===== config.mk =====
export PLATFORM = sky130hd
export DESIGN_NAME = imh_front
export DESIGN_NICKNAME = d
export VERILOG_FILES = /design/src/rtl/imh_pkg.sv /design/src/rtl/imh_front.sv
export SDC_FILE = /design/constraint.sdc
export NUM_CORES = 1
export LEC_CHECK = 0
export BUFFER_PORTS_ARGS = -buffer_cell sky130_fd_sc_hd__buf_2
export CAP_MARGIN = 5
export CORE_MARGIN = 5
export CORE_UTILIZATION = 53
export CTS_CLUSTER_DIAMETER = 30
export DETAILED_ROUTE_END_ITERATION = 10
export GPL_TIMING_DRIVEN = 0
export PLACE_DENSITY = 0.77
export SETUP_SLACK_MARGIN = 0.3
export SYNTH_ARGS = -nofsm -noshare
export SYNTH_HDL_FRONTEND = slang
export SYNTH_SLANG_ARGS = --single-unit

===== constraint.sdc =====
create_clock -name i_clk -period 8.1 [get_ports i_clk]
set_input_delay 1.62 -clock i_clk [delete_from_list [all_inputs] [get_ports i_clk]]
set_output_delay 1.62 -clock i_clk [all_outputs]
set_load 0.05 [all_outputs]

===== src/rtl/imh_pkg.sv =====
// ----------------------------------------------------------------------------
// imh_pkg
// shared constants, codes and request/result types of the indexed min-heap
// ----------------------------------------------------------------------------
`default_nettype none

package imh_pkg;

    localparam int NODE_W    = 10;
    localparam int KEY_W     = 32;
    localparam int CMD_W     = 3;
    localparam int STAT_W    = 3;
    localparam int NODE_CAP  = 1024;
    localparam int NODE_SPAN = 1 << NODE_W;
    localparam int IDX_W     = $clog2(NODE_CAP);
    localparam int CNT_W     = IDX_W + 1;
    localparam int POS_W     = IDX_W + 1;

    localparam logic [CMD_W-1:0] CMD_INSERT = 3'd0;
    localparam logic [CMD_W-1:0] CMD_POP    = 3'd1;
    localparam logic [CMD_W-1:0] CMD_DEC    = 3'd2;
    localparam logic [CMD_W-1:0] CMD_PEEK   = 3'd3;
    localparam logic [CMD_W-1:0] CMD_QUERY  = 3'd4;

    localparam int OP_W = 3;
    localparam logic [OP_W-1:0] OP_INS  = 3'd0;
    localparam logic [OP_W-1:0] OP_POP  = 3'd1;
    localparam logic [OP_W-1:0] OP_DEC  = 3'd2;
    localparam logic [OP_W-1:0] OP_PEEK = 3'd3;
    localparam logic [OP_W-1:0] OP_QRY  = 3'd4;
    localparam logic [OP_W-1:0] OP_NOP  = 3'd5;

    localparam logic [STAT_W-1:0] ST_OK      = 3'd0;
    localparam logic [STAT_W-1:0] ST_EMPTY   = 3'd1;
    localparam logic [STAT_W-1:0] ST_FULL    = 3'd2;
    localparam logic [STAT_W-1:0] ST_PRESENT = 3'd3;
    localparam logic [STAT_W-1:0] ST_ABSENT  = 3'd4;

    typedef struct packed {
        logic [OP_W-1:0]   op;
        logic [NODE_W-1:0] node;
        logic [KEY_W-1:0]  key;
    } t_cmd;

    typedef struct packed {
        logic [NODE_W-1:0] out_node;
        logic [KEY_W-1:0]  out_key;
        logic              present;
        logic [STAT_W-1:0] status;
        logic [CNT_W-1:0]  occupancy;
    } t_res;

endpackage

`default_nettype wire


===== src/rtl/imh_front.sv =====
// ----------------------------------------------------------------------------
// imh_front
// request decoder and two-entry request queue ahead of the heap engine
// ----------------------------------------------------------------------------
`default_nettype none

module imh_front (
    input  wire                         i_clk,
    input  wire                         i_rst_n,
    input  wire                         i_push,
    input  wire  [imh_pkg::CMD_W-1:0]   i_command,
    input  wire  [imh_pkg::NODE_W-1:0]  i_node_id,
    input  wire  [imh_pkg::KEY_W-1:0]   i_key_value,
    output logic                        o_full,
    input  wire                         i_pop,
    output logic                        o_valid,
    output imh_pkg::t_cmd               o_cmd
);
    import imh_pkg::*;

    t_cmd       r_mem [2];
    logic       r_wp, r_rp;
    logic [1:0] r_cnt;
    t_cmd       w_dec;
    logic       w_wr, w_rd;

    always_comb begin
        w_dec.node = i_node_id;
        w_dec.key  = i_key_value;
        case (i_command)
            CMD_INSERT: w_dec.op = OP_INS;
            CMD_POP:    w_dec.op = OP_POP;
            CMD_DEC:    w_dec.op = OP_DEC;
            CMD_PEEK:   w_dec.op = OP_PEEK;
            CMD_QUERY:  w_dec.op = OP_QRY;
            default:    w_dec.op = OP_NOP;
        endcase
    end

    assign o_full  = (r_cnt == 2'd2);
    assign o_valid = (r_cnt != 2'd0);
    assign o_cmd   = r_mem[r_rp];
    assign w_wr    = i_push && !o_full;
    assign w_rd    = i_pop && o_valid;

    always_ff @(posedge i_clk) begin
        if (w_wr) begin
            r_mem[r_wp] <= w_dec;
        end
    end

    always_ff @(posedge i_clk) begin
        if (!i_rst_n) begin
            r_wp  <= 1'b0;
            r_rp  <= 1'b0;
            r_cnt <= 2'd0;
        end else begin
            if (w_wr) begin
                r_wp <= ~r_wp;
            end
            if (w_rd) begin
                r_rp <= ~r_rp;
            end
            r_cnt <= r_cnt + {1'b0, w_wr} - {1'b0, w_rd};
        end
    end

endmodule

`default_nettype wire


==> results of run 1 <==
power by group through the flow:
| stage | Combinational [W] | Clock (W) | Sequential [W] |
|---|---|---|---|
| 6_report | 0.000726 | 0.000362 | 0.000656 |
| 5_1_grt | 0.000760 | 0.000388 | 0.000666 |
| 4_1_cts | 0.000737 | 0.000371 | 0.000657 |
| 3_5_place_dp | 0.000735 | 0 | 0.000668 |
| 3_3_place_gp | 0.000717 | 0 | 0.000670 |
| 2_1_floorplan | 0.000597 | 0 | 0.000665 |
logic make-up (layout without fill, tap and decap cells):
group                      after synthesis  count (layout)  share of synthesized area, %
DFF                                     95              95                          75.7
muxes                                   46              46                          18.0
and+or+nand+nor                         14              14                          1.93
buffers and inverters                    9             122                          2.87
adders and majority gates                2               2                         0.675
AOI/OAI and AO/OA                        2               2                         0.405
xor gates and xnor gates                 2               2                         0.473
other                                    0               1                             0
cell usage in the layout, fill, tap and decap left out, types with 2 or more instances in the layout:
cell type	instances
dfxtp_1	5
bufinv_16	3
mux2_2	5
nor2_1	3
nand2b_1	2
edfxtp_1	90
mux2_4	40
clkbuf_8	9
buf_2	95
and2_1	2
buf_12	5
inv_1	3
nand2_1	2
ha_1	2
metrics by stage:
stage               instances  total power, W  cell area [um2]
CTS                       379         0.00176             4600
finish                    380         0.00174             4600
floorplan                 170         0.00126             3700
global placement          361         0.00139             4300
global route              379         0.00181             4600
detailed placement        363         0.00140             4360
sequential cells by signal, summed over array words and instances, names as in the netlist, named ones only:
register  count
r_cnt         2
r_mem        90
r_rp          1
r_wp          1
worst max-delay path: stages, from the launching register on:
cell     delay [ns]
dfxtp_1        0.33
buf_6          0.17
buf_12         0.16
mux2_4         0.30
buf_2          0.21
worst paths after layout:
path / from / endpoint / slack [ns]
worst min register to register: r_wp / r_wp / 0.52
worst max register to register: r_cnt[0] / r_mem[0][30] / 6.29
worst min-delay path: r_wp / r_wp / 0.52
worst max-delay path: flop / o_cmd[23] / 4.95
area by class of cell:
class	instances	share of cell area, %
Sequential cell	95	60.9
Timing Repair Buffer	97	11.4
Clock inverter	7	2.61
Tap cell	96	2.61
Antenna cell	1	0.0544
Buffer	6	2.07
Clock buffer	9	2.69
Inverter	3	0.245
Multi-Input combinational cell	66	17.5
layer usage:
layer,global-route usage [%],vias up,share of wire [%],wire [um]
met2,23.1,62,50,2940
li1,-,871,-,-
met3,3.06,11,6.4,380
met4,7.46,0,1.6,94
met5,0,-,0,0
met1,17.5,862,42,2480
==> flow_summary.ini, run 1 <==
[detailed_routing]
vias_per_cell = 4.75
wl_per_cell_um = 15.5
vias = 1806
routed_wl_um = 5900
drtIter0Drc = 80
drcViolationCount = 0
ant_nets = 0
dr.pass1.iters = 4

[yosys]
synth_top_area_share_pct = 72.9
synth_area_leaders = edfxtp_1, mux2_4, dfxtp_1, buf_12, mux2_2
ys_ff_latch = 95
synthMostInstantiatedCell = edfxtp_1
netlist_top_cells_count = edfxtp_1, mux2_4, dfxtp_1, mux2_2
yosysWarnings = 0
synthArstFlopShare_pct = 0
synth_seq_area_share_pct = 75.7
syn_area_per_cell_um2 = 21.8
syn_area_mm2 = 0.00370
synth_edf_count = 90
postSynthNetCount = 221
synth_top_area_cell = edfxtp_1
syn-instance-count = 170
ys_types = 22
yosys_most_used_dff = edfxtp_1

[global_route]
grt_pass1_wl_um = 9360
globalRoute.totalOverflow = 0
track_usage_pct = 14.1
grt_max_degree = 25
antenna_found_initial = 0
grt_pass1_vias = 1979

[timing]
fin_hold_ws_ns = 0.516
final_max_slew_viol_count = 0
max_slew_margin_pct = 53.7
max_freq_mhz = 318
skew_ns = 0.00979
rsz0062_at_grt = false
hold_viol = 0
tightest_slew_ns = 0.694
setup_violations = 0
finalWorstSetupSlack_ns = 4.95
period_minus_slack_ns = 3.15
min_period_over_period_pct = 38.9
tns_ns = 0

[setup_path]
path_class = reg -> out
worst_r2r_path_depth = 4
cp-start-kind = flop
critPathCaptureType = primary output
critPathMaxFanout = 10
cp.arrival_ns = 1.53
worst_ep_required_time_ns = 6.48

[worst_hold_path]
worstHoldPathCells = 2
hp-class = reg -> reg

[cells_and_area]
drive_gt1_share_pct = 58.7
fin_util_pct = 67.8
multi_input_area_um2 = 805
regArea_mm2 = 0.00280
syn2layout_area_growth_pct = 24.2
fillers = 469
finalNetCount = 329

[floorplanning]
initial_core_util_pct = 54.5
rows = 30
dieArea_mm2 = 0.00876
dieWidth_um = 93.6
die_h_um = 93.6
num_io_pins = 96
coreArea_mm2 = 0.00679

[power_and_ir_drop]
p_int_w = 0.00109
p_clk_share_pct = 20.8
p_switching_w = 0.000654
peakVddDrop_v = 0.000219
power.density_mw_per_mm2 = 379
combPwrFrac_pct = 41.6
p_leak_nw = 1.84
seqPwrFrac_pct = 37.6
p_sw_share_pct = 37.5

[placed_design]
globalplace.congestion = 0.667
io_buffers = 95
hpwl_um = 4040
dp_slack_ns = 5.06

[cts]
clock_path_buffers = 2
clk_latency_ns = 0.35
postCtsHoldBufs = 0
cts_buffers = 9
post_cts.repair.setup_buffers = 0
clk_pin_slew_worst_paths_ns = 0.08
cts_tree = yes
cts_sinks = 95
cts_resized = 0
htree_levels = 3
cts_root_buffer = clkbuf_8

[job]
drv_cap = 0

[outcome]
outcome = complete, no violations
(Power assumes the default switching activity.)
==> run 2, diff against run 1 <==
--- a/config.mk
+++ b/config.mk
@@ -5,14 +5,15 @@
 export SDC_FILE = /design/constraint.sdc
 export NUM_CORES = 1
 export LEC_CHECK = 0
+export ABC_AREA = 1
 export BUFFER_PORTS_ARGS = -buffer_cell sky130_fd_sc_hd__buf_2
 export CAP_MARGIN = 5
 export CORE_MARGIN = 5
-export CORE_UTILIZATION = 53
+export CORE_UTILIZATION = 52
 export CTS_CLUSTER_DIAMETER = 30
 export DETAILED_ROUTE_END_ITERATION = 10
 export GPL_TIMING_DRIVEN = 0
-export PLACE_DENSITY = 0.77
+export PLACE_DENSITY = 0.76
 export SETUP_SLACK_MARGIN = 0.3
 export SYNTH_ARGS = -nofsm -noshare
 export SYNTH_HDL_FRONTEND = slang
==> constraint.sdc (replaced) <==
create_clock -name i_clk -period 3 [get_ports i_clk]
set_input_delay 0.6 -clock i_clk [delete_from_list [all_inputs] [get_ports i_clk]]
set_output_delay 0.6 -clock i_clk [all_outputs]
set_load 0.05 [all_outputs]
==> run 2 against run 1 <==
Effect of this change: sequential share of layout area increased by 0.30 points; synthesized area increased by 0.34%; total power increased by 150%; die area increased by 2.0%.
==> flow_summary.ini, run 2 <==
[yosys]
ys_ff_latch = 95
yosys-mux-area-fraction_pct = 17.7
synth-compound-area-share_pct = 0.471
ys_types = 14
synth_area_leaders = edfxtp_1, mux2_4, dfxtp_1, buf_12, mux2_2
synth_edf_count = 90
synth_top_area_share_pct = 72.7
synthAdderAreaFrac_pct = 0.673
yosys_most_used_dff = edfxtp_1
syn-instance-count = 182
synth_xor_area_share_pct = 0
synth_simple_gate_area_share_pct = 2.22
syn_area_mm2 = 0.00372
synth_top_area_cell = edfxtp_1
yosysWarnings = 0
synthMostInstantiatedCell = edfxtp_1
synth_top_family_by_area = multiplexers
syn_area_per_cell_um2 = 20.4
postSynthNetCount = 233
synth_seq_area_share_pct = 75.4
netlist_top_cells_count = edfxtp_1, mux2_4, inv_1
synthArstFlopShare_pct = 0

[power_and_ir_drop]
power.density_mw_per_mm2 = 944
seqPwrFrac_pct = 40.2
p_sw_share_pct = 37.0
p_leak_nw = 1.85
combPwrFrac_pct = 39.5
p_switching_w = 0.00160
p_clk_share_pct = 20.3
p_int_w = 0.00272
total_power_w = 0.00432
peakVddDrop_v = 0.000683

[timing]
max_slew_margin_pct = 50.0
skew_ns = 0.00604
setup_violations = 0
final_max_slew_viol_count = 0
period_minus_slack_ns = 2.14
tns_ns = 0
hold_viol = 0
min_period_over_period_pct = 71.5
rsz0062_at_grt = false
tightest_slew_ns = 0.748
max_freq_mhz = 466

[cells_and_area]
syn2layout_area_growth_pct = 23.2
drive_gt1_share_pct = 55.6
largest_register_ffs = 90
largest_register = r_mem
diodes = 0
reg_top3 = r_mem: 90 flops, r_cnt: 2 flops
final_cell_mix = buf_2, edfxtp_1, mux2_4
fillers = 522
final_common_cell = buf_2
finalNetCount = 341

[cts]
cts_root_buffer = clkbuf_8
post_cts.repair.setup_buffers = 0
postCtsHoldBufs = 0
cts_sinks = 95
cts_tree = yes
clock_path_buffers = 2
clk_pin_slew_worst_paths_ns = 0.09
cts_resized = 0
cts_buffers = 9
clk_latency_ns = 0.34
htree_levels = 3

[placed_design]
io_buffers = 95
globalplace.congestion = 0.733
hpwl_um = 4580

[setup_path]
rrSetupSlack_ns = 1.18
worst_ep_required_time_ns = 2.40
cp_cell_sequence = buf_6, buf_12, mux2_4, buf_2
cp.arrival_ns = 1.54
slowest_delay_ns = 0.33
critPathMaxFanout = 10
cp_num_buf_inv = 3
cp-start-kind = flop
path_class = reg -> out
critPathCaptureType = primary output
crit_family = buffers and inverters
crit_path_top_delay_cell = dfxtp_1

[detailed_routing]
drtIter0Drc = 37
vias = 1865
routed_wl_um = 6310
drcViolationCount = 0
wl_per_cell_um = 16.1
ant_nets = 0
dr.pass1.iters = 4
vias_per_cell = 4.77

[global_route]
track_usage_pct = 15.0
grt_max_degree = 26
antenna_found_initial = 0
grt_pass1_vias = 2067
grt_pass1_wl_um = 9990
globalRoute.totalOverflow = 0

[floorplanning]
coreArea_mm2 = 0.00687
initial_core_util_pct = 54.1
num_io_pins = 96
dieArea_mm2 = 0.00894
die_h_um = 94.6
dieWidth_um = 94.6
rows = 30

[job]
drv_cap = 0

[outcome]
outcome = complete, no violations

[worst_hold_path]
hp-class = in -> reg
==> run 2: power groups by stage <==
stage	registers [W]	logic [W]	clock network, W
finish	0.00174	0.00171	0.000877
global route	0.00176	0.00180	0.000955
CTS	0.00174	0.00173	0.000903
detailed placement	0.00177	0.00172	0
global placement	0.00177	0.00167	0
floorplan	0.00176	0.00138	0
==> run 2: final timing paths <==
kind | to | cells past startpoint | startpoint
setup reg to reg | r_mem[0][37] | 5 | r_cnt[0]
setup / recovery | o_cmd[28] | 4 | flop
hold / removal | r_mem[0][13] | 1 | i_key_value[13]
hold reg to reg | r_rp | 2 | r_rp
==> run 2: cells by family after synthesis <==
kind of cell | after synthesis
adder cells (fa/ha/maj) | 2
AND/OR/NAND/NOR | 21
buffers and inverters | 16
multiplexers | 45
flip-flops | 95
AO/OA/AOI/OAI | 3
==> run 2: through the flow <==
step	setup slack [ns]	utilization, %	std cells	hold WS, ns	area [um2]
final	0.856	66.7	391	0.439	4580
after global placement	-0.0172	62.8	373	0.487	4320
after CTS	0.822	66.7	391	0.420	4580
after floorplan	0.741	-	182	0.467	3720
after global routing	0.774	66.7	391	0.414	4580
after detailed placement	0.982	63.6	375	0.494	4370
==> run 2: layer usage <==
metal,routed length (um),GRT usage [%],vias to the layer above
met5,0,0,-
met4,82,6.37,0
met3,289,2.87,10
met2,3530,28.0,50
met1,2410,16.7,909
li1,-,-,896
==> run 2: layout make-up <==
cell class | count | area (um2) | area share [%]
Sequential cell | 95 | 2800 | 61.2
Multi-Input combinational cell | 71 | 790 | 17.2
Timing Repair Buffer | 97 | 523 | 11.4
Clock buffer | 10 | 128 | 2.79
Tap cell | 96 | 120 | 2.62
Buffer | 6 | 95.1 | 2.08
Clock inverter | 6 | 85.1 | 1.86
Inverter | 10 | 37.5 | 0.819
