`config.mk`:
```
export PLATFORM = sky130hd
export DESIGN_NAME = imh_res_queue
export DESIGN_NICKNAME = d
export VERILOG_FILES = /design/src/rtl/imh_pkg.sv /design/src/rtl/imh_res_queue.sv
export SDC_FILE = /design/constraint.sdc
export NUM_CORES = 1
export LEC_CHECK = 0
export BUFFER_PORTS_ARGS = -buffer_cell sky130_fd_sc_hd__buf_2
export CAP_MARGIN = 20
export CORE_UTILIZATION = 38
export CTS_CLUSTER_SIZE = 20
export DETAILED_ROUTE_END_ITERATION = 10
export PLACE_DENSITY = 0.67
export SETUP_SLACK_MARGIN = 0.3
export SLEW_MARGIN = 20
export SYNTH_ARGS = -nofsm -noshare
export SYNTH_HDL_FRONTEND = slang
export SYNTH_SLANG_ARGS = --single-unit
```
`constraint.sdc`:
```
create_clock -name i_clk -period 5.95 [get_ports i_clk]
set_input_delay 0.8925 -clock i_clk [delete_from_list [all_inputs] [get_ports i_clk]]
set_output_delay 0.8925 -clock i_clk [all_outputs]
set_load 0.02 [all_outputs]
```
`src/rtl/imh_pkg.sv`:
```
// ----------------------------------------------------------------------------
// imh_pkg
// shared constants, codes and request/result types of the indexed min-heap
// ----------------------------------------------------------------------------
`default_nettype none

package imh_pkg;

    localparam int NODE_W    = 10;
    localparam int KEY_W     = 32;
    localparam int CMD_W     = 3;
    localparam int STAT_W    = 3;
    localparam int NODE_CAP  = 1024;
    localparam int NODE_SPAN = 1 << NODE_W;
    localparam int IDX_W     = $clog2(NODE_CAP);
    localparam int CNT_W     = IDX_W + 1;
    localparam int POS_W     = IDX_W + 1;

    localparam logic [CMD_W-1:0] CMD_INSERT = 3'd0;
    localparam logic [CMD_W-1:0] CMD_POP    = 3'd1;
    localparam logic [CMD_W-1:0] CMD_DEC    = 3'd2;
    localparam logic [CMD_W-1:0] CMD_PEEK   = 3'd3;
    localparam logic [CMD_W-1:0] CMD_QUERY  = 3'd4;

    localparam int OP_W = 3;
    localparam logic [OP_W-1:0] OP_INS  = 3'd0;
    localparam logic [OP_W-1:0] OP_POP  = 3'd1;
    localparam logic [OP_W-1:0] OP_DEC  = 3'd2;
    localparam logic [OP_W-1:0] OP_PEEK = 3'd3;
    localparam logic [OP_W-1:0] OP_QRY  = 3'd4;
    localparam logic [OP_W-1:0] OP_NOP  = 3'd5;

    localparam logic [STAT_W-1:0] ST_OK      = 3'd0;
    localparam logic [STAT_W-1:0] ST_EMPTY   = 3'd1;
    localparam logic [STAT_W-1:0] ST_FULL    = 3'd2;
    localparam logic [STAT_W-1:0] ST_PRESENT = 3'd3;
    localparam logic [STAT_W-1:0] ST_ABSENT  = 3'd4;

    typedef struct packed {
        logic [OP_W-1:0]   op;
        logic [NODE_W-1:0] node;
        logic [KEY_W-1:0]  key;
    } t_cmd;

    typedef struct packed {
        logic [NODE_W-1:0] out_node;
        logic [KEY_W-1:0]  out_key;
        logic              present;
        logic [STAT_W-1:0] status;
        logic [CNT_W-1:0]  occupancy;
    } t_res;

endpackage

`default_nettype wire

```
`src/rtl/imh_res_queue.sv`:
```
// ----------------------------------------------------------------------------
// imh_res_queue
// two-entry result queue between the heap engine and the receiver
// ----------------------------------------------------------------------------
`default_nettype none

module imh_res_queue (
    input  wire                 i_clk,
    input  wire                 i_rst_n,
    input  wire                 i_push,
    input  imh_pkg::t_res       i_res,
    output logic                o_full,
    input  wire                 i_pop,
    output logic                o_empty,
    output imh_pkg::t_res       o_res
);
    import imh_pkg::*;

    t_res       r_mem [2];
    logic       r_wp, r_rp;
    logic [1:0] r_cnt;
    logic       w_wr, w_rd;

    assign o_full  = (r_cnt == 2'd2);
    assign o_empty = (r_cnt == 2'd0);
    assign o_res   = r_mem[r_rp];
    assign w_wr    = i_push && !o_full;
    assign w_rd    = i_pop && !o_empty;

    always_ff @(posedge i_clk) begin
        if (w_wr) begin
            r_mem[r_wp] <= i_res;
        end
    end

    always_ff @(posedge i_clk) begin
        if (!i_rst_n) begin
            r_wp  <= 1'b0;
            r_rp  <= 1'b0;
            r_cnt <= 2'd0;
        end else begin
            if (w_wr) begin
                r_wp <= ~r_wp;
            end
            if (w_rd) begin
                r_rp <= ~r_rp;
            end
            r_cnt <= r_cnt + {1'b0, w_wr} - {1'b0, w_rd};
        end
    end

endmodule

`default_nettype wire

```
==> out/metrics.yaml, run 1 <==
final_hold_viol_count: 0
routedWlPerCell_um: 14.7
rows: 39
syn2layout_area_growth_pct: 29.5
clk_pin_slew_worst_paths_ns: 0.05
grt-ovfl-total: 0
p_leak_nw: 2.26
viasPerCell: 4.54
finalNetCount: 401
post_cts_buffers: 0
yosysTopAreaCell: "edfxtp_1"
dp_slack_ns: 3.45
worst_slew_pin_slew_ns: 0.949
stdcell_area_um2: 5780
vias: 2242
critPathRequiredTime_ns: 5.06
synth_cells: 204
ctsHoldBuffers: 0
ys_async_sr_fraction: 0
ys_ff_latch: 119
grt_pass1_wl_um: 11700
netlist-cell-type-count: 18
synthTopCellsByArea: "edfxtp_1 (77%), mux2_4 (10%), mux2_2 (6.8%)"
cts.sinks: 119
drive_above_1_share: 0.590
cts-resized-gates: 0
rsz0062_at_grt: "no"
start_util: 0.391
wl_um: 7250
setup_viol: 0
clk_latency_ns: 0.39
power.switching_mw: 0.805
cts_tree: "built"
drtIter0Drc: 81
ir_drop_uv: 173
fin_crit_sh: 0.484
pwr-share-seq: 0.415
combPwrFrac: 0.244
min_path_type: "flip-flop to flip-flop"
ioPinCount: 120
syn_avg_cell_area_um2: 21.9
synth_top_cell_area_share: 0.766
synth-edff-count: 114
hpwl_um: 4360
htreeDepth: 4
port_buffers: 119
worstSetupEndpointType: "output pin"
final_cell_count_no_fill: 494
max_freq_mhz: 347
powerDensity_nw_per_um2: 495
diodes: 0
dieHeight_um: 110
fin_skew_ns: 0.00544
dpl-instance-area_um2: 5210
grt_max_degree: 58
grt_antenna_before_repair: 0
grt_pass1_vias: 2375
status: "finished clean"
clkPwrFrac: 0.340
synthFlopType: "edfxtp_1"
p_int_mw: 2.06
cp_data_arrival_time_ns: 1.99
die_area_um2: 12200
gp_congestion: 0.620
setup_slack_ns: 3.07
ys_warn_count: 0
ys_seq_area_frac: 0.789
fin_tns_setup_ns: 0
track_usage: 0.126
total_power_mw: 2.87
placed_cells: 462
slew_violations: 0
die_x_um: 110
syn_area_um2: 4470
cp-start-kind: "flip-flop"
clockBufferDepth: 2
max_slew_margin: 0.367
synth_fp_nets: 267
min_period_ns: 2.88
root_buffer: "clkbuf_16"
ant_nets: 0
crit_type: "flip-flop to output pin"
swShare: 0.281
core_um2: 11400
cap_violations: 0
numCtsBuffers: 17
nFillCells: 973
drc_errors: 0
drt_first_pass_iters: 4
cp_max_fo: 57
-- sequential cells by signal, summed over array words and instances, names as in the netlist, named ones only --
name and flops:
r_mem 114, r_cnt 2, r_rp 1, r_wp 1
-- synth_stat cells (2+ instances only) --
cell and n:
nor2_1 5, mux2_2 27, dfxtp_1 5, and2_1 2, mux2_4 30, buf_2 2, nand2_1 2, nand2b_1 2
inv_1 3, edfxtp_1 114, ha_1 2, buf_6 4
-- final cells by class --
| type | instances | area (um2) | area share |
|---|---|---|---|
| multi-input combinational | 76 | 886 | 0.153 |
| clock buffer | 20 | 437 | 0.0755 |
| sequential | 119 | 3530 | 0.610 |
| inverter | 3 | 11.3 | 0.00195 |
| tap | 143 | 179 | 0.0309 |
| clock inverter | 12 | 134 | 0.0231 |
| timing repair buffer | 121 | 611 | 0.106 |
-- per-layer routing --
| metal | global-route usage | share of wire | vias up | routed length [um] |
|---|---|---|---|---|
| met3 | 0.0483 | 0.059 | 8 | 429 |
| met1 | 0.136 | 0.41 | 1097 | 2970 |
| li1 | - | - | 1065 | - |
| met2 | 0.216 | 0.52 | 72 | 3760 |
| met5 | 0 | 0 | - | 0 |
| met4 | 0.0640 | 0.012 | 0 | 89 |
-- cells in the final DEF (no fill, tap or decap), types with 4 or more instances in the layout --
master and count:
mux2_4 30, buf_2 119, dfxtp_1 4, clkbuf_16 17
edfxtp_1 114, nor2_1 4, clkinv_2 5, mux2_2 27
-- power by group through the flow --
stage,registers (mW),clock network (mW),logic [mW]
after CTS,1.20,1.00,0.715
final,1.19,0.975,0.700
after detailed placement,1.21,0,0.713
after floorplan,1.13,0,0.581
after global placement,1.20,0,0.709
after global routing,1.21,1.05,0.750
-- logic make-up after synthesis --
logic type               share of synthesized area
flip-flops                                   0.789
multiplexers                                 0.171
AND/OR/NAND/NOR                             0.0140
buffers and inverters                       0.0148
XOR/XNOR                                   0.00392
adder cells (fa/ha/maj)                    0.00560
AO/OA/AOI/OAI                              0.00168
-- through the flow --
stage,util,hold WS (ns)
2_1_floorplan,-,0.455
3_3_place_gp,0.457,0.493
3_5_place_dp,0.457,0.512
4_1_cts,0.507,0.528
5_1_grt,0.507,0.552
6_report,0.507,0.517
-- worst max-delay path, stage by stage (launching register included) --
cell     delay, ns
dfxtp_4       0.97
mux2_2        0.43
buf_2         0.16
-- final timing paths --
path | to | startpoint | cells after the start | slack [ns]
setup / recovery | o_res[0] | flip-flop | 2 | 3.07
hold reg to reg | r_rp | r_rp | 2 | 0.52
setup reg to reg | r_mem[0][42] | r_cnt[0] | 4 | 4.13
hold / removal | r_rp | r_rp | 2 | 0.52
Note: power is estimated with default switching activity, not from simulation.
==> inputs of run 2 (changes only) <==
- ABC_AREA: default -> 1
- PLACE_DENSITY: 0.67 -> 0.69
- clock period: 5.95 -> 2.5 ns (I/O delays scaled with it)
==> out/metrics.yaml, run 2 <==
setup_viol: 0  # unchanged
synthTopCellsByCount: "edfxtp_1 (114), mux2_4 (30), mux2_2 (27), inv_1 (9), nand2_1 (9)"  # was edfxtp_1 (114), mux2_4 (30), mux2_2 (27), dfxtp_1 (5), nor2_1 (5)
status: "finished clean"  # unchanged
total_power_mw: 6.47  # was 2.87 mW
ys_seq_area_frac: 0.786  # was 0.789
clockBufferDepth: 2  # unchanged
clk_pin_slew_worst_paths_ns: 0.06  # was 0.05 ns
dieHeight_um: 111  # was 110 um
largest_reg_flops: 114  # unchanged
cts_tree: "built"  # unchanged
final_common_cell: "buf_2"  # unchanged
reg_top3: "r_mem (114), r_cnt (2)"  # unchanged
grt_pass1_vias: 2513  # was 2375
core_um2: 11500  # was 11400 um2
post_cts_buffers: 0  # unchanged
cap_violations: 0  # unchanged
reg2reg_slack_ns: 0.89  # was 4.13 ns
grt_antenna_before_repair: 0  # unchanged
slew_violations: 0  # unchanged
ir_drop_uv: 450  # was 173 uV
syn_avg_cell_area_um2: 20.8  # was 21.9 um2
port_buffers: 119  # unchanged
top_register: "r_mem"  # unchanged
drc_errors: 0  # unchanged
worst_slew_pin_slew_ns: 0.505  # was 0.949 ns
grt_max_degree: 58  # unchanged
crit_type: "flip-flop to output pin"  # unchanged
yosysTopAreaCell: "edfxtp_1"  # unchanged
syn_area_um2: 4480  # was 4470 um2
cts-resized-gates: 0  # unchanged
ys_ff_latch: 119  # unchanged
cp_data_arrival_time_ns: 1.63  # was 1.99 ns
grt-ovfl-total: 0  # unchanged
synth_most_common_cell: "edfxtp_1"  # unchanged
min_path_type: "input port to flip-flop"  # was flip-flop to flip-flop
final_cell_mix: "buf_2 (119), edfxtp_1 (114), mux2_4 (30), mux2_2 (27), clkbuf_16 (17)"  # unchanged
p_leak_nw: 2.29  # was 2.26 nW
synthFlopType: "edfxtp_1"  # unchanged
wl_um: 7550  # was 7250 um
min_period_ns: 2.01
diodes: 0  # unchanged
root_buffer: "clkbuf_16"  # unchanged
synth_top_cell_area_share: 0.764  # was 0.766
syn2layout_area_growth_pct: 29.7  # was 29.5%
vias: 2313  # was 2242
critPathRequiredTime_ns: 2.12  # was 5.06 ns
numCtsBuffers: 17  # unchanged
cp-start-kind: "flip-flop"  # unchanged
fin_crit_sh: 0.804
fin_tns_setup_ns: 0  # unchanged
rsz0062_at_grt: "no"  # unchanged
ant_nets: 0  # unchanged
synthTopCellsByArea: "edfxtp_1 (76%), mux2_4 (10%), mux2_2 (6.8%)"  # was edfxtp_1 (77%), mux2_4 (10%), mux2_2 (6.8%)
max_slew_margin: 0.663  # was 0.367
htreeDepth: 4  # unchanged
netlist-cell-type-count: 12  # was 18
synth_fp_nets: 278  # was 267
max_freq_mhz: 498
die_area_um2: 12200  # about the same
cts.sinks: 119  # unchanged
ys_warn_count: 0  # unchanged
die_x_um: 111  # was 110 um
track_usage: 0.131  # was 0.126
synth-edff-count: 114  # unchanged
clk_latency_ns: 0.40  # was 0.39 ns
powerDensity_nw_per_um2: 1110  # was 495 nW/um2
ys_async_sr_fraction: 0  # unchanged
rows: 39  # unchanged
viasPerCell: 4.56  # was 4.54
finalNetCount: 414  # was 401
routedWlPerCell_um: 14.9  # was 14.7 um
fin_skew_ns: 0.0108  # was 0.00544 ns
final_hold_viol_count: 0  # unchanged
ioPinCount: 120  # unchanged
drive_above_1_share: 0.571  # was 0.590
synth_cells: 215  # was 204
hpwl_um: 4660  # was 4360 um
ctsHoldBuffers: 0  # unchanged
drtIter0Drc: 50  # was 81
grt_pass1_wl_um: 11900  # was 11700 um
start_util: 0.391  # about the same
cp_max_fo: 57  # unchanged
gp_congestion: 0.681  # was 0.620
drt_first_pass_iters: 4  # unchanged
worstSetupEndpointType: "output pin"  # unchanged
==> run 2: path summary, 6_finish.rpt <==
kind	cells after the start	start	to
max	3	flip-flop	o_res[3]
min reg2reg	2	r_rp	flip-flop
min	1	i_res[23]	r_mem[0][23]
max reg2reg	10	r_cnt[0]	r_cnt[1]
==> run 2: critical path, cell delays in order (launching register included) <==
cell and delay (ns):
dfxtp_4 0.34, buf_12 0.33, mux2_2 0.39, buf_2 0.16
==> run 2: final cells by class <==
class,instances,area (um2)
multi-input combinational,81,876
tap,143,179
timing repair buffer,123,651
sequential,119,3530
clock inverter,12,110
fill,960,5650
clock buffer,20,437
inverter,9,33.8
==> run 2: layer usage <==
metal	up-vias	share of wire	GRT usage	routed length (um)
met4	0	0.011	0.0560	82
met5	-	0	0	0
met3	7	0.067	0.0620	506
met2	84	0.51	0.227	3870
met1	1121	0.41	0.136	3080
li1	1101	-	-	-
==> run 2: logic make-up after synthesis <==
family	synth area share
adder cells (fa/ha/maj)	0.00558
multiplexers	0.168
flip-flops	0.786
AND/OR/NAND/NOR	0.0176
buffers and inverters	0.0198
AO/OA/AOI/OAI	0.00223
==> run 2: power breakdown <==
part | switching, mW | internal (mW)
clock | 0.782 | 1.44
combinational | 0.944 | 0.688
sequential | 0.0772 | 2.54
total | 1.80 | 4.67
==> run 2: stage by stage <==
stage	cell area (um2)	hold slack [ns]	util	instances	worst slack (ns)
finish	5810	0.160	0.507	507	0.490
global route	5810	0.135	0.507	507	0.404
CTS	5810	0.138	0.507	507	0.445
detailed placement	5270	0.493	0.459	475	0.880
global placement	5270	0.481	0.459	475	0.888
floorplan	4490	0.467	-	215	0.394
==> inputs of run 3 (changes only) <==
- PLACE_DENSITY: 0.69 -> 0.67
- clock period: 2.5 -> 2 ns (I/O delays scaled with it)
==> out/metrics.yaml, run 3 (synthesis results as in run 2) <==
status: "finished clean"  # unchanged
powerDensity_nw_per_um2: 1410  # was 1110 nW/um2
final_common_cell: "edfxtp_1"  # was buf_2
cts_tree: "built"  # unchanged
fin_skew_ns: 0.00756  # was 0.0108 ns
die_area_um2: 12200  # unchanged
crit_cells: 4  # was 3
max_slew_margin: 0.699  # was 0.663
slowest_delay_ns: 0.40  # was 0.39 ns
wl_met1_um: 3140  # was 3080 um
hpwl_um: 4940  # was 4660 um
numCtsBuffers: 17  # unchanged
finalNetCount: 421  # was 414
grt_pass1_vias: 2432  # was 2513
cp_data_arrival_time_ns: 1.53  # was 1.63 ns
clockBufferDepth: 2  # unchanged
cp-start-kind: "flip-flop"  # unchanged
cap_violations: 0  # unchanged
cp_max_fo: 4  # was 57
ctsHoldBuffers: 0  # unchanged
timing.hold.ws_ns: 0.0774  # was 0.160 ns
cts.sinks: 119  # unchanged
clk_pin_slew_worst_paths_ns: 0.05  # was 0.06 ns
diodes: 0  # unchanged
min_delay_path_depth: 1  # unchanged
dp_slack_ns: 0.434  # was 0.880 ns
worst_slew_pin_slew_ns: 0.451  # was 0.505 ns
final_cell_mix: "edfxtp_1 (114), buf_2 (103), mux2_4 (30), mux2_2 (27), clkbuf_16 (18)"  # was buf_2 (119), edfxtp_1 (114), mux2_4 (30), mux2_2 (27), clkbuf_16 (17)
die_x_um: 111  # unchanged
crit_type: "flip-flop to output pin"  # unchanged
drive_above_1_share: 0.606  # was 0.571
max_freq_mhz: 546
min_period_ns: 1.83
grt_antenna_before_repair: 0  # unchanged
setup_viol: 0  # unchanged
stdcell_area_um2: 6140  # was 5810 um2
root_buffer: "clkbuf_16"  # unchanged
fin_crit_sh: 0.916
setup_slack_ns: 0.169  # was 0.490 ns
top_register: "r_mem"  # unchanged
dieHeight_um: 111  # unchanged
slew_violations: 0  # unchanged
drc_errors: 0  # unchanged
total_power_mw: 8.64  # was 6.47 mW
largest_reg_flops: 114  # unchanged
highest_layer: "met4"  # unchanged
rsz0062_at_grt: "yes"  # was no
reg2reg_depth: 5  # was 10
slowest_stage: "dfxtp_4"  # was mux2_2
crit_family: "buffers and inverters"  # unchanged
dpl-instance-area_um2: 5340  # was 5270 um2
viasPerCell: 4.51  # was 4.56
wl_um: 7740  # was 7550 um
ir_drop_uv: 831  # was 450 uV
critPathRequiredTime_ns: 1.70  # was 2.12 ns
start_util: 0.391  # unchanged
reg_top3: "r_mem (114), r_cnt (2)"  # unchanged
drtIter0Drc: 94  # was 50
htreeDepth: 4  # unchanged
track_usage: 0.135  # was 0.131
crit_chain: "buf_12 > clkbuf_16 > mux2_4 > buf_6"  # was buf_12 > mux2_2 > buf_2
wl_met3_um: 479  # was 506 um
grt_max_degree: 26  # was 58
grt-ovfl-total: 0  # unchanged
syn2layout_area_growth_pct: 37.0  # was 29.7%
met2_length_um: 4010  # was 3870 um
drt_first_pass_iters: 4  # unchanged
routedWlPerCell_um: 15.1  # was 14.9 um
p_leak_nw: 2.42  # was 2.29 nW
rows: 39  # unchanged
fin_tns_setup_ns: 0  # unchanged
grt_pass1_wl_um: 12100  # was 11900 um
clk_latency_ns: 0.41  # was 0.40 ns
min_path_type: "input port to flip-flop"  # unchanged
final_hold_viol_count: 0  # unchanged
vias: 2317  # was 2313
worstSetupEndpointType: "output pin"  # unchanged
port_buffers: 119  # unchanged
core_um2: 11500  # unchanged
ant_nets: 0  # unchanged
cp.buffers_inverters: 3  # was 2
ioPinCount: 120  # unchanged
nFillCells: 938  # was 960
gp_congestion: 0.664  # was 0.681
-- run 3: changes by cell type in the layout (fill, tap and decap cells not counted), moves of 2 or more --
cell and delta:
nand2_1 -2, dfxtp_1 -2, buf_2 -16, buf_12 +2, dfxtp_2 +2, buf_6 +16, buf_16 +3, clkbuf_8 +5
clkinv_1 -3
-- run 3: per-stage QoR --
| step | utilization | std cells |
|---|---|---|
| finish | 0.535 | 514 |
| detailed placement | 0.465 | 478 |
| global route | 0.535 | 514 |
| floorplan | - | 215 |
| CTS | 0.529 | 513 |
| global placement | 0.465 | 478 |
-- run 3: worst paths after layout --
check,start,endpoint,slack [ns]
setup / recovery,flip-flop,o_res[48],0.17
hold / removal,i_res[13],r_mem[0][13],0.08
setup reg to reg,r_cnt[0],r_mem[1][33],0.47
hold reg to reg,r_rp,r_rp,0.50
-- run 3: power by group --
part	total (mW)	internal (mW)	switching, mW
Sequential	3.29	3.18	0.114
Combinational	2.39	1.14	1.25
Clock	2.97	1.98	0.981
Total	8.64	6.30	2.34
-- run 3: routing by layer --
metal	vias to the layer above	track usage
met5	-	0
met4	0	0.0667
met3	12	0.0604
met2	80	0.227
met1	1117	0.144
li1	1108	-
-- run 3: final cells by class --
cell class / instances / area (um2) / area share
well taps: 143 / 179 / 0.0291
multi-input cells: 81 / 891 / 0.145
clock buffers: 24 / 502 / 0.0817
inverters: 9 / 37.5 / 0.00611
repair buffers: 130 / 906 / 0.148
flip-flops and latches: 119 / 3530 / 0.575
clock inverters: 8 / 93.8 / 0.0153
-- run 3: timing repair --
item	in CTS	in global routing
setup endpoints to repair	57	57
gates resized for setup	19	17
pin swaps	0	0
setup buffers	1	0
cloned	2	1
